<file path="src/rtl/dcbp_pkg.sv">
// Package for the dictionary code bit packer.
// Holds the command codes, dictionary sizing, the lookup struct and the code width function.
// No dependencies.
package dcbp_pkg;

    localparam int DICT_SIZE = 8;
    localparam int IDX_W     = $clog2(DICT_SIZE);
    localparam int CNT_W     = $clog2(DICT_SIZE + 1);
    localparam int WID_W     = 4;

    typedef logic [1:0] t_cmd;

    localparam t_cmd CMD_LEARN  = 2'd0;
    localparam t_cmd CMD_ENCODE = 2'd1;
    localparam t_cmd CMD_FLUSH  = 2'd2;
    localparam t_cmd CMD_CLEAR  = 2'd3;

    localparam logic [7:0] NEWLINE_BYTE = 8'h0A;

    typedef struct packed {
        logic             hit;
        logic [IDX_W-1:0] idx;
    } t_lookup;

    // ceil(log2(n)), or 1 when n is 0 or 1; never above 8
    function automatic logic [WID_W-1:0] code_width(input logic [CNT_W-1:0] n);
        logic [WID_W-1:0] w;
        w = '0;
        for (int k = 1; k <= 8; k++) begin
            if (int'(n) > (1 << (k - 1))) begin
                w = w + WID_W'(1);
            end
        end
        if (n <= CNT_W'(1)) begin
            w = WID_W'(1);
        end
        return w;
    endfunction

endpackage

</file>
<file path="src/rtl/dictionary_code_bit_packer.sv">
// Dictionary code bit packer, top level. An accepted item goes to the input register,
// then the result register. Throughput: one item per cycle unless the output stalls,
// set by the combinational dictionary compare and pack between the two registers.
// Reset (synchronous, active low) empties the dictionary, the bit buffer and both stages.
// Depends on dcbp_pkg, dcbp_dict and dcbp_pack.
module dictionary_code_bit_packer (
    input  logic       i_clk,
    input  logic       i_rst_n,
    input  logic       i_valid,
    output logic       o_ready,
    input  logic [1:0] i_cmd,
    input  logic [7:0] i_symbol,
    output logic       o_valid,
    input  logic       i_ready,
    output logic [7:0] o_packed_byte,
    output logic       o_last
);

    // input stage
    logic                       r_in_valid;
    dcbp_pkg::t_cmd             r_cmd;
    logic [7:0]                 r_sym;

    // result stage
    logic                       r_out_valid;
    logic [7:0]                 r_out_byte;
    logic                       r_out_last;

    logic                       w_fire;
    dcbp_pkg::t_lookup          w_lookup;
    logic [dcbp_pkg::CNT_W-1:0] w_count;
    logic [dcbp_pkg::WID_W-1:0] w_width;
    logic                       w_res_valid;
    logic [7:0]                 w_res_byte;
    logic                       w_res_last;
    logic [2:0]                 w_fill;

    // Advance the held item once the result register is free or being drained.
    // Every item takes a slot here, so state updates stay in item order.
    assign w_fire  = r_in_valid && (!r_out_valid || i_ready);
    assign o_ready = !r_in_valid || w_fire;

    always_ff @(posedge i_clk) begin
        if (!i_rst_n) begin
            r_in_valid <= 1'b0;
        end else if (o_ready) begin
            r_in_valid <= i_valid;
        end
    end

    always_ff @(posedge i_clk) begin
        if (i_valid && o_ready) begin
            r_cmd <= i_cmd;
            r_sym <= i_symbol;
        end
    end

    // Dictionary lookup and learn/clear against the held item
    dcbp_dict u_dict (
        .i_clk    (i_clk),
        .i_rst_n  (i_rst_n),
        .i_upd    (w_fire),
        .i_cmd    (r_cmd),
        .i_symbol (r_sym),
        .o_lookup (w_lookup),
        .o_count  (w_count),
        .o_width  (w_width)
    );

    // Append the code or flush; a full byte or a flushed remainder is the result
    dcbp_pack u_pack (
        .i_clk       (i_clk),
        .i_rst_n     (i_rst_n),
        .i_upd       (w_fire),
        .i_cmd       (r_cmd),
        .i_lookup    (w_lookup),
        .i_width     (w_width),
        .o_res_valid (w_res_valid),
        .o_res_byte  (w_res_byte),
        .o_res_last  (w_res_last),
        .o_fill      (w_fill)
    );

    // Result register: load on fire, drop once taken
    always_ff @(posedge i_clk) begin
        if (!i_rst_n) begin
            r_out_valid <= 1'b0;
        end else if (w_fire) begin
            r_out_valid <= w_res_valid;
        end else if (i_ready) begin
            r_out_valid <= 1'b0;
        end
    end

    always_ff @(posedge i_clk) begin
        if (w_fire && w_res_valid) begin
            r_out_byte <= w_res_byte;
            r_out_last <= w_res_last;
        end
    end

    assign o_valid       = r_out_valid;
    assign o_packed_byte = r_out_byte;
    assign o_last        = r_out_last;

`ifndef ASSERT_OFF
    // a flush always leaves nothing pending
    a_flush_empties: assert property (@(posedge i_clk) disable iff (!i_rst_n)
        (w_fire && (r_cmd == dcbp_pkg::CMD_FLUSH)) |=> (w_fill == 3'd0))
        else $error("bit buffer not empty after flush");

    // a clear always empties the dictionary
    a_clear_empties: assert property (@(posedge i_clk) disable iff (!i_rst_n)
        (w_fire && (r_cmd == dcbp_pkg::CMD_CLEAR)) |=> (w_count == '0))
        else $error("dictionary count not zero after clear");

    // a hit never points at a dead entry
    a_hit_live: assert property (@(posedge i_clk) disable iff (!i_rst_n)
        (r_in_valid && w_lookup.hit) |-> (dcbp_pkg::CNT_W'(w_lookup.idx) < w_count))
        else $error("lookup hit outside live entries");

    // a result without a fired item is impossible
    a_result_source: assert property (@(posedge i_clk) disable iff (!i_rst_n)
        $rose(r_out_valid) |-> $past(w_fire))
        else $error("result appeared without a processed item");
`endif

endmodule

</file>
<file path="src/rtl/dcbp_dict.sv">
// Symbol dictionary: entry store, parallel lookup and fill count.
// Depends on dcbp_pkg.
module dcbp_dict (
    input  logic                        i_clk,
    input  logic                        i_rst_n,
    input  logic                        i_upd,
    input  dcbp_pkg::t_cmd              i_cmd,
    input  logic [7:0]                  i_symbol,
    output dcbp_pkg::t_lookup           o_lookup,
    output logic [dcbp_pkg::CNT_W-1:0]  o_count,
    output logic [dcbp_pkg::WID_W-1:0]  o_width
);

    logic [7:0]                 r_dict [dcbp_pkg::DICT_SIZE];
    logic [dcbp_pkg::CNT_W-1:0] r_count;
    logic [dcbp_pkg::CNT_W-1:0] n_count;
    dcbp_pkg::t_lookup          w_lookup;
    logic                       w_add;

    // lowest matching live entry wins
    always_comb begin
        w_lookup.hit = 1'b0;
        w_lookup.idx = '0;
        for (int k = dcbp_pkg::DICT_SIZE - 1; k >= 0; k--) begin
            if ((k < int'(r_count)) && (r_dict[k] == i_symbol)) begin
                w_lookup.hit = 1'b1;
                w_lookup.idx = dcbp_pkg::IDX_W'(k);
            end
        end
    end

    assign w_add = (i_cmd == dcbp_pkg::CMD_LEARN) && !w_lookup.hit
                   && (i_symbol != dcbp_pkg::NEWLINE_BYTE)
                   && (r_count < dcbp_pkg::CNT_W'(dcbp_pkg::DICT_SIZE));

    always_comb begin
        n_count = r_count;
        if (i_upd && w_add) begin
            n_count = r_count + dcbp_pkg::CNT_W'(1);
        end else if (i_upd && (i_cmd == dcbp_pkg::CMD_CLEAR)) begin
            n_count = '0;
        end
    end

    always_ff @(posedge i_clk) begin
        if (!i_rst_n) begin
            r_count <= '0;
        end else begin
            r_count <= n_count;
        end
    end

    always_ff @(posedge i_clk) begin
        if (i_upd && w_add) begin
            r_dict[r_count[dcbp_pkg::IDX_W-1:0]] <= i_symbol;
        end
    end

    assign o_lookup = w_lookup;
    assign o_count  = r_count;
    assign o_width  = dcbp_pkg::code_width(r_count);

endmodule

</file>
<file path="src/rtl/dcbp_pack.sv">
// Bit packer: pending bit buffer, code append and byte or flush result.
// Depends on dcbp_pkg.
module dcbp_pack (
    input  logic                        i_clk,
    input  logic                        i_rst_n,
    input  logic                        i_upd,
    input  dcbp_pkg::t_cmd              i_cmd,
    input  dcbp_pkg::t_lookup           i_lookup,
    input  logic [dcbp_pkg::WID_W-1:0]  i_width,
    output logic                        o_res_valid,
    output logic [7:0]                  o_res_byte,
    output logic                        o_res_last,
    output logic [2:0]                  o_fill
);

    logic [7:0]  r_buf;
    logic [2:0]  r_fill;
    logic [7:0]  n_buf;
    logic [2:0]  n_fill;
    logic [3:0]  w_total;
    logic [15:0] w_acc;

    assign w_total = 4'(r_fill) + i_width;
    assign w_acc   = {r_buf, 8'h00}
                   | (16'(i_lookup.idx) << (5'd16 - 5'(w_total)));

    always_comb begin
        n_buf       = r_buf;
        n_fill      = r_fill;
        o_res_valid = 1'b0;
        o_res_byte  = r_buf;
        o_res_last  = 1'b0;
        unique case (i_cmd)
            dcbp_pkg::CMD_ENCODE: begin
                if (i_lookup.hit) begin
                    if (w_total >= 4'd8) begin
                        o_res_valid = 1'b1;
                        o_res_byte  = w_acc[15:8];
                        n_buf       = w_acc[7:0];
                        n_fill      = 3'(w_total - 4'd8);
                    end else begin
                        n_buf  = w_acc[15:8];
                        n_fill = w_total[2:0];
                    end
                end
            end
            dcbp_pkg::CMD_FLUSH: begin
                if (r_fill != 3'd0) begin
                    o_res_valid = 1'b1;
                    o_res_last  = 1'b1;
                    n_buf       = 8'h00;
                    n_fill      = 3'd0;
                end
            end
            default: begin
            end
        endcase
    end

    always_ff @(posedge i_clk) begin
        if (!i_rst_n) begin
            r_buf  <= 8'h00;
            r_fill <= 3'd0;
        end else if (i_upd) begin
            r_buf  <= n_buf;
            r_fill <= n_fill;
        end
    end

    assign o_fill = r_fill;

endmodule
</file>
<file path="config.mk">
export PLATFORM = sky130hd
export DESIGN_NAME = dictionary_code_bit_packer
export DESIGN_NICKNAME = d
export VERILOG_FILES = /design/src/rtl/dcbp_pkg.sv /design/src/rtl/dictionary_code_bit_packer.sv /design/src/rtl/dcbp_dict.sv /design/src/rtl/dcbp_pack.sv
export SDC_FILE = /design/constraint.sdc
export NUM_CORES = 1
export LEC_CHECK = 0
export ABC_AREA = 1
export BUFFER_PORTS_ARGS = -buffer_cell sky130_fd_sc_hd__buf_2
export CAP_MARGIN = 20
export CORE_UTILIZATION = 50
export CTS_BUF_LIST = sky130_fd_sc_hd__clkbuf_2 sky130_fd_sc_hd__clkbuf_4 sky130_fd_sc_hd__clkbuf_8
export DETAILED_ROUTE_END_ITERATION = 10
export PLACE_DENSITY_LB_ADDON = 0.08
export SLEW_MARGIN = 25
export SYNTH_ARGS = -nofsm -noshare
export SYNTH_HDL_FRONTEND = slang
export SYNTH_SLANG_ARGS = --single-unit
</file>
<file path="constraint.sdc">
create_clock -name i_clk -period 5.2 [get_ports i_clk]
set_input_delay 1.04 -clock i_clk [delete_from_list [all_inputs] [get_ports i_clk]]
set_output_delay 1.04 -clock i_clk [all_outputs]
set_load 0.05 [all_outputs]
</file>
* Word-level counts from Yosys, hierarchy flattened
Memories as Yosys holds them, arrays and structs flattened.
Index checks and enable logic that the tools add are counted.
** Word-level totals
- Logic and storage cells :: 109
- Bits in writable memories :: 64
- Memories :: 1
- Output and inout bits :: 11
- Flip-flop bits (word level) :: 36
- Bits of input ports :: 14
** Operators by class
- Muxes and demuxes :: 34
- Shift-type cells :: 1
- Reductions and logical operators :: 27
- Bitwise operators :: 1
- Equality and inequality tests :: 14
- Add/sub/neg operators :: 7
- $lt $le $gt $ge :: 15
** Memories
- u_dict.r_dict :: depth 8, bits a word 8, rd ports 8, clocked after Yosys merged registers in 0, write ports 1, line dcbp_dict.sv:14 : logic [7:0] r_dict [dcbp_pkg::DICT_SIZE];
** Operators with widths (number)
- $eq A8 B8 Y1 :: 8
- $mux W4 :: 14
- $mux W8 :: 6
- $logic_and A1 B1 Y1 :: 16
- $lt A3 B4 Y1 const A :: 4
- $or A16 B16 Y16 :: 1
- $pmux W8 S2 :: 1
- $shl A3 B5 Y16 :: 1
- $add A4 B1 Y4 const B :: 3
- $mux W3 :: 3
- $lt A1 B4 Y1 const A :: 2
- $lt A2 B4 Y1 const A :: 2
- $mux W1 :: 8
- $ne A8 B4 Y1 const B :: 1
- $pmux W3 S2 :: 1
- $reduce_bool A2 Y1 :: 3
- $sub A5 B4 Y5 const A :: 1
- $add A3 B4 Y4 :: 1
- $eq A2 B2 Y1 const B :: 2
- $ge A4 B4 Y1 const B :: 1
- $gt A4 B1 Y1 const B :: 1
- $gt A4 B2 Y1 const B :: 1
- $gt A4 B3 Y1 const B :: 1
- $gt A4 B4 Y1 const B :: 1
- 13 further kinds :: 16

* Logic depth before layout (Yosys ltp)
An unclocked memory read counts as a cell.
- Depth after elaboration :: 18
- Mapped depth :: 27
- Mapped depth without buffers :: 26

* By module
Synthesis repeated with hierarchy kept, for this count alone.
** Unflattened totals
- Cells, all modules :: 583
- Area total of the unflattened synthesis :: 5602.9 um2
** Modules (own cells, without submodules)
- dcbp_dict :: seq. area each 2001.9 um2, cells each 361, times used 1, area an instance 3743.6 um2
- dcbp_pack :: seq. area each 220.2 um2, cells each 186, times used 1, area an instance 1181.1 um2
- dictionary_code_bit_packer :: seq. area each 610.6 um2, cells each 36, times used 1, area an instance 678.2 um2

* Least setup slack after synthesis
OpenSTA, ideal clock, no wires.
- Kind :: reg2reg
- From :: reg u_dict.r_count (netlist bit u_dict.o_count[2])
- To :: reg u_pack.r_buf[0]
- Path buffers :: 1
- Cell stages (with the launch flop) :: 24
- Clock period less this slack :: 3699 ps
- Setup slack :: 1501 ps
- Data required time :: 5130 ps
- Setup time :: 70 ps
- Arrival time :: 3629 ps
- Cells stage by stage :: dfxtp_1 -> buf_2 -> nor2_2 -> nand2_1 -> inv_1 -> ha_1 -> xnor2_1 -> ha_1 -> or2_2 -> nand3_1 -> fa_1 -> inv_1 -> nor3_1 -> nor2_1 -> inv_1 -> nand2_1 -> clkinv_1 -> o21ai_1 -> nand3_1 -> nand2_1 -> nand2_1 -> nand2_1 -> nand2_1 -> a21oi_1
** On the way
- Longest elaborated chain between the ends :: 16
- Elaborated cells on any way between the ends :: 47
- Classes of those cells :: 5 x add/sub; 14 x order compare; 1 x eq/ne; 1 x shift; 16 x mux; 1 x bitwise; 9 x reduce/logical
** Ends and longest elaborated chain
- from (decl) :: line dcbp_dict.sv:15 : logic [dcbp_pkg::CNT_W-1:0] r_count;
- from (signal assigned) :: line dcbp_dict.sv:49 : r_count <= n_count;
- $gt A4 B1 Y1 :: line dcbp_pkg.sv:30 : if (int'(n) > (1 << (k - 1))) begin
- $mux W1 :: line dcbp_pkg.sv:30
- $add A1 B1 Y2 :: line dcbp_pkg.sv:31 : w = w + WID_W'(1);
- $mux W4 :: line dcbp_pkg.sv:30
- $add A4 B1 Y4 :: line dcbp_pkg.sv:31
- $mux W4 :: line dcbp_pkg.sv:30
- $add A4 B1 Y4 :: line dcbp_pkg.sv:31
- $mux W4 :: line dcbp_pkg.sv:30
- $mux W4 :: line dcbp_pkg.sv:34 : if (n <= CNT_W'(1)) begin
- $add A3 B4 Y4 :: line dcbp_pack.sv:23 : assign w_total = 4'(r_fill) + i_width;
- $sub A5 B4 Y5 :: line dcbp_pack.sv:25 : | (16'(i_lookup.idx) << (5'd16 - 5'(w_total)));
- $shl A3 B5 Y16 :: line dcbp_pack.sv:25
- $or A16 B16 Y16 :: line dcbp_pack.sv:25
- $mux W8 :: line dcbp_pack.sv:36 : if (w_total >= 4'd8) begin
- $mux W8 :: line dcbp_pack.sv:35 : if (i_lookup.hit) begin
- $pmux W8 S2 :: line dcbp_pack.sv:33 : unique case (i_cmd)
- to (signal assigned) :: line dcbp_pack.sv:65 : r_buf <= n_buf;
- to (decl) :: line dcbp_pack.sv:16 : logic [7:0] r_buf;
Several ways; a longest one is shown, not always the timed one. The select of a mux whose other input is x is not followed.
A chain may end at the register's enable or synchronous reset.

* Final worst setup path
- From :: reg u_dict.r_count (netlist bit u_dict.o_count[2])
- To :: reg r_out_byte[0] (netlist: o_packed_byte[0]), data pin
** On the way
- Longest elaborated chain between the ends :: 16
- Elaborated cells on any way between the ends :: 45
- Classes of those cells :: 5 x add/sub; 14 x order compare; 1 x shift; 16 x mux; 1 x bitwise; 8 x reduce/logical
** Ends and longest elaborated chain
- $gt A4 B1 Y1 :: line dcbp_pkg.sv:30
- $mux W1 :: line dcbp_pkg.sv:30
- $add A1 B1 Y2 :: line dcbp_pkg.sv:31
- $mux W4 :: line dcbp_pkg.sv:30
- $add A4 B1 Y4 :: line dcbp_pkg.sv:31
- $mux W4 :: line dcbp_pkg.sv:30
- $add A4 B1 Y4 :: line dcbp_pkg.sv:31
- $mux W4 :: line dcbp_pkg.sv:30
- $mux W4 :: line dcbp_pkg.sv:34
- $add A3 B4 Y4 :: line dcbp_pack.sv:23
- $sub A5 B4 Y5 :: line dcbp_pack.sv:25
- $shl A3 B5 Y16 :: line dcbp_pack.sv:25
- $or A16 B16 Y16 :: line dcbp_pack.sv:25
- $mux W8 :: line dcbp_pack.sv:36
- $mux W8 (*) :: line dcbp_pack.sv:35
- $mux W8 (*) :: line dcbp_pack.sv:33
- net u_pack.o_res_byte[0] :: line dcbp_pack.sv:11 : output logic [7:0] o_res_byte,
- to (signal assigned) :: line dictionary_code_bit_packer.sv:97 : r_out_byte <= w_res_byte;
- to (decl) :: line dictionary_code_bit_packer.sv:26 : logic [7:0] r_out_byte;
The timed path passes the listed nets; every way through them passes the cells marked *.

==> run metrics <==
status finished clean; final WL 10.5 mm; Worst-path clk slew 0.09 ns; Reg power frac 60.9%; Power Dens Cells 260 mW/mm2; worst skew pair latency 0.37 ns; Critical Path AT 4.62 ns; H-tree depth 3; GRT Overall Usage 20.7%; CTS tree done; Post-Place Worst Slack 0.832 ns; antenna diode count 0; clock power share 34.1%; post-CTS sizing 0; TritonCTS Buffers 9; Crit Path Class flip-flop to flip-flop; Initial Util 52.4%; Tmin final 4.44 ns; FMAX 225 MHz; most frequent cells in the layout nand2_1 (157), edfxtp_1 (83), inv_1 (59), nor2_1 (43), nand3_1 (32); Post-Syn Area per Cell 9.22 um2; critical path peak fanout 15; GRT overflow 0; combinational fraction of design power 5.0%; ANT nets after route 0; fin nets 617; TNS Setup 0 ns; internal power 0.00113 W; Top Ports 25; Sw Pwr 0.000331 W; Final setup viols 0; Post-CTS Setup Bufs 0; Hold Crit Class flip-flop to flip-flop; Leak 2.30 nW; hold_ws 0.469 ns; number of placement rows 36; Placer Congestion 0.888; Final Max Slew Viols 0; setup repair after global routing missed its margin false; HPWL after detailed placement 7.96 mm; total number of vias 3765; first-pass GRT wire length 17.1 mm; Detailed Route Iter0 Violations 210; critical path's slowest cell dfxtp_1; Core Area 0.00991 mm2; r2r setup slk 0.76 ns; Final period util 85.4%; Chip Height 104 um; Die ar. 0.0108 mm2; Clock Sinks 100; Fin Clk Skew 0.0208 ns; Cell variety after synth 39; Setup WS post-layout 0.759 ns; P&R area growth vs syn 8.12%; final routed DRC violation total 0; slew margin rel. 43.9%; sw frac 22.7%; post-synthesis register bit count 100; antenna violations before repair 0; # port buffers 24; largest net degree at the start of global routing 19; TritonRoute pass-1 iters 4; sequential-to-total area share from yosys stat 54.6%; Fin. Hold Viols 0; mapped cell area 0.00519 mm2; drt wl/cell 14.5 um; CP peak stage delay 0.40 ns; Overall Power 0.00146 W; critical path cell sequence nor2_2, nand2_1, inv_1, ha_1, xnor2_1, ha_1, or2_2, nand3_1, inv_1, ha_1, a31oi_1, buf_4, nor2_1, inv_1, nand2_1, clkinv_1, o21ai_1, nand3_1, o31ai_1; worst ir drop on vdd 0.196 mV; layout cells sized above 1 13.8%; post-synthesis cell count 563; Root Driver clkbuf_8; worst-margin pin slew 0.838 ns; Die Width 104 um; Post-Syn Nets 591; commonest non-fill, non-tap cell in the layout nand2_1; Max clock buf depth 2; vias in the first global route 3424; Critical Path Start Type flip-flop; max-cap viol count 0; WP data required 5.38 ns; hold_buf cts 0; Yosys warning count 0; CP endpoint kind flip-flop; Vias/cell 5.19
==> cells in the mapped netlist, drive strengths merged <==
| cell type | instances | area, um2 |
|---|---|---|
| nand2 | 165 | 649 |
| edfxtp | 83 | 2490 |
| inv | 71 | 267 |
| nor2 | 46 | 180 |
| nand3 | 35 | 190 |
| a21oi | 23 | 119 |
| or2 | 20 | 125 |
| dfxtp | 17 | 340 |
| xnor2 | 17 | 149 |
| nand4 | 14 | 93.8 |
| ha | 13 | 163 |
| buf | 11 | 75.1 |
| o21ai | 11 | 66.3 |
| o31ai | 9 | 67.6 |
| xor2 | 9 | 78.8 |
| nor3 | 6 | 41.3 |
| o22ai | 3 | 18.8 |
| nor3b | 2 | 15.0 |
| nor4 | 2 | 12.5 |
| a211oi | 1 | 7.51 |
| a31oi | 1 | 6.26 |
| clkbuf | 1 | 3.75 |
| clkinv | 1 | 3.75 |
| fa | 1 | 20.0 |
| nand3b | 1 | 7.51 |
==> power groups by stage <==
stage	Combinational, W	Sequential [W]	Clock [W]
after CTS	0.0000740	0.000888	0.000507
after detailed placement	0.0000738	0.000906	0
after global placement	0.0000723	0.000906	0
after floorplan	0.0000585	0.000897	0
after global routing	0.0000826	0.000890	0.000542
final	0.0000731	0.000888	0.000496
==> worst max-delay path, delay by kind of cell (launching register included) <==
family | cells | cell delay, ns
flops | 1 | 0.40
buf+inv | 5 | 0.69
compound gates | 3 | 0.48
xor+xnor | 1 | 0.27
simple gates | 7 | 1.60
fa+ha+maj | 3 | 0.81
==> layer usage <==
layer	track usage [%]	vias to the layer above	wire [um]
met4	6.12	0	102
met5	0	-	0
li1	-	1903	-
met3	4.01	6	344
met2	33.0	68	4870
met1	28.7	1788	5220
==> registers in the layout, indices dropped and copies added, names as in the netlist <==
| name | cells |
|---|---|
| u_pack.o_fill | 3 |
| u_dict.o_count | 4 |
| u_pack.r_buf | 8 |
| r_cmd | 2 |
| o_last | 1 |
| o_valid | 1 |
| r_sym | 8 |
| o_packed_byte | 8 |
| u_dict.r_dict | 64 |
| r_in_valid | 1 |
==> kinds of logic (layout without fill, tap and decap cells) <==
group                    Yosys count  in the layout  share of synthesized area, %
AO/OA/AOI/OAI                     48             48                          5.49
AND/OR/NAND/NOR                  291            291                          25.3
buffers and inverters             84            114                          6.72
flip-flops                       100            100                          54.6
adder cells (fa/ha/maj)           14             14                          3.52
XOR/XNOR                          26             26                          4.39
==> through the flow <==
stage | utilization (%) | std cells | instance area, um2
2_1_floorplan | - | 563 | 5190
3_3_place_gp | 54.7 | 711 | 5420
3_5_place_dp | 54.7 | 711 | 5420
4_1_cts | 56.7 | 726 | 5610
5_1_grt | 56.7 | 726 | 5610
6_report | 56.7 | 726 | 5610
==> worst paths after layout <==
kind / startpoint / endpoint / cells past startpoint
max reg2reg: u_dict.o_count[2]$_SDFFE_PN0P_ / o_packed_byte[0]$_DFFE_PP_ / 19
min reg2reg: u_pack.r_buf[2]$_SDFFE_PN0P_ / u_pack.r_buf[2]$_SDFFE_PN0P_ / 2
min: u_pack.r_buf[2]$_SDFFE_PN0P_ / u_pack.r_buf[2]$_SDFFE_PN0P_ / 2
max: u_dict.o_count[2]$_SDFFE_PN0P_ / o_packed_byte[0]$_DFFE_PP_ / 19
==> area by class of cell <==
class	count	area [um2]
well taps	133	166
repair buffers	27	143
inverters	72	270
clock inverters	5	60.1
fillers	892	4300
flip-flops and latches	100	2830
multi-input cells	379	2010
clock buffers	10	131
Power figures use the tool's default switching activity.
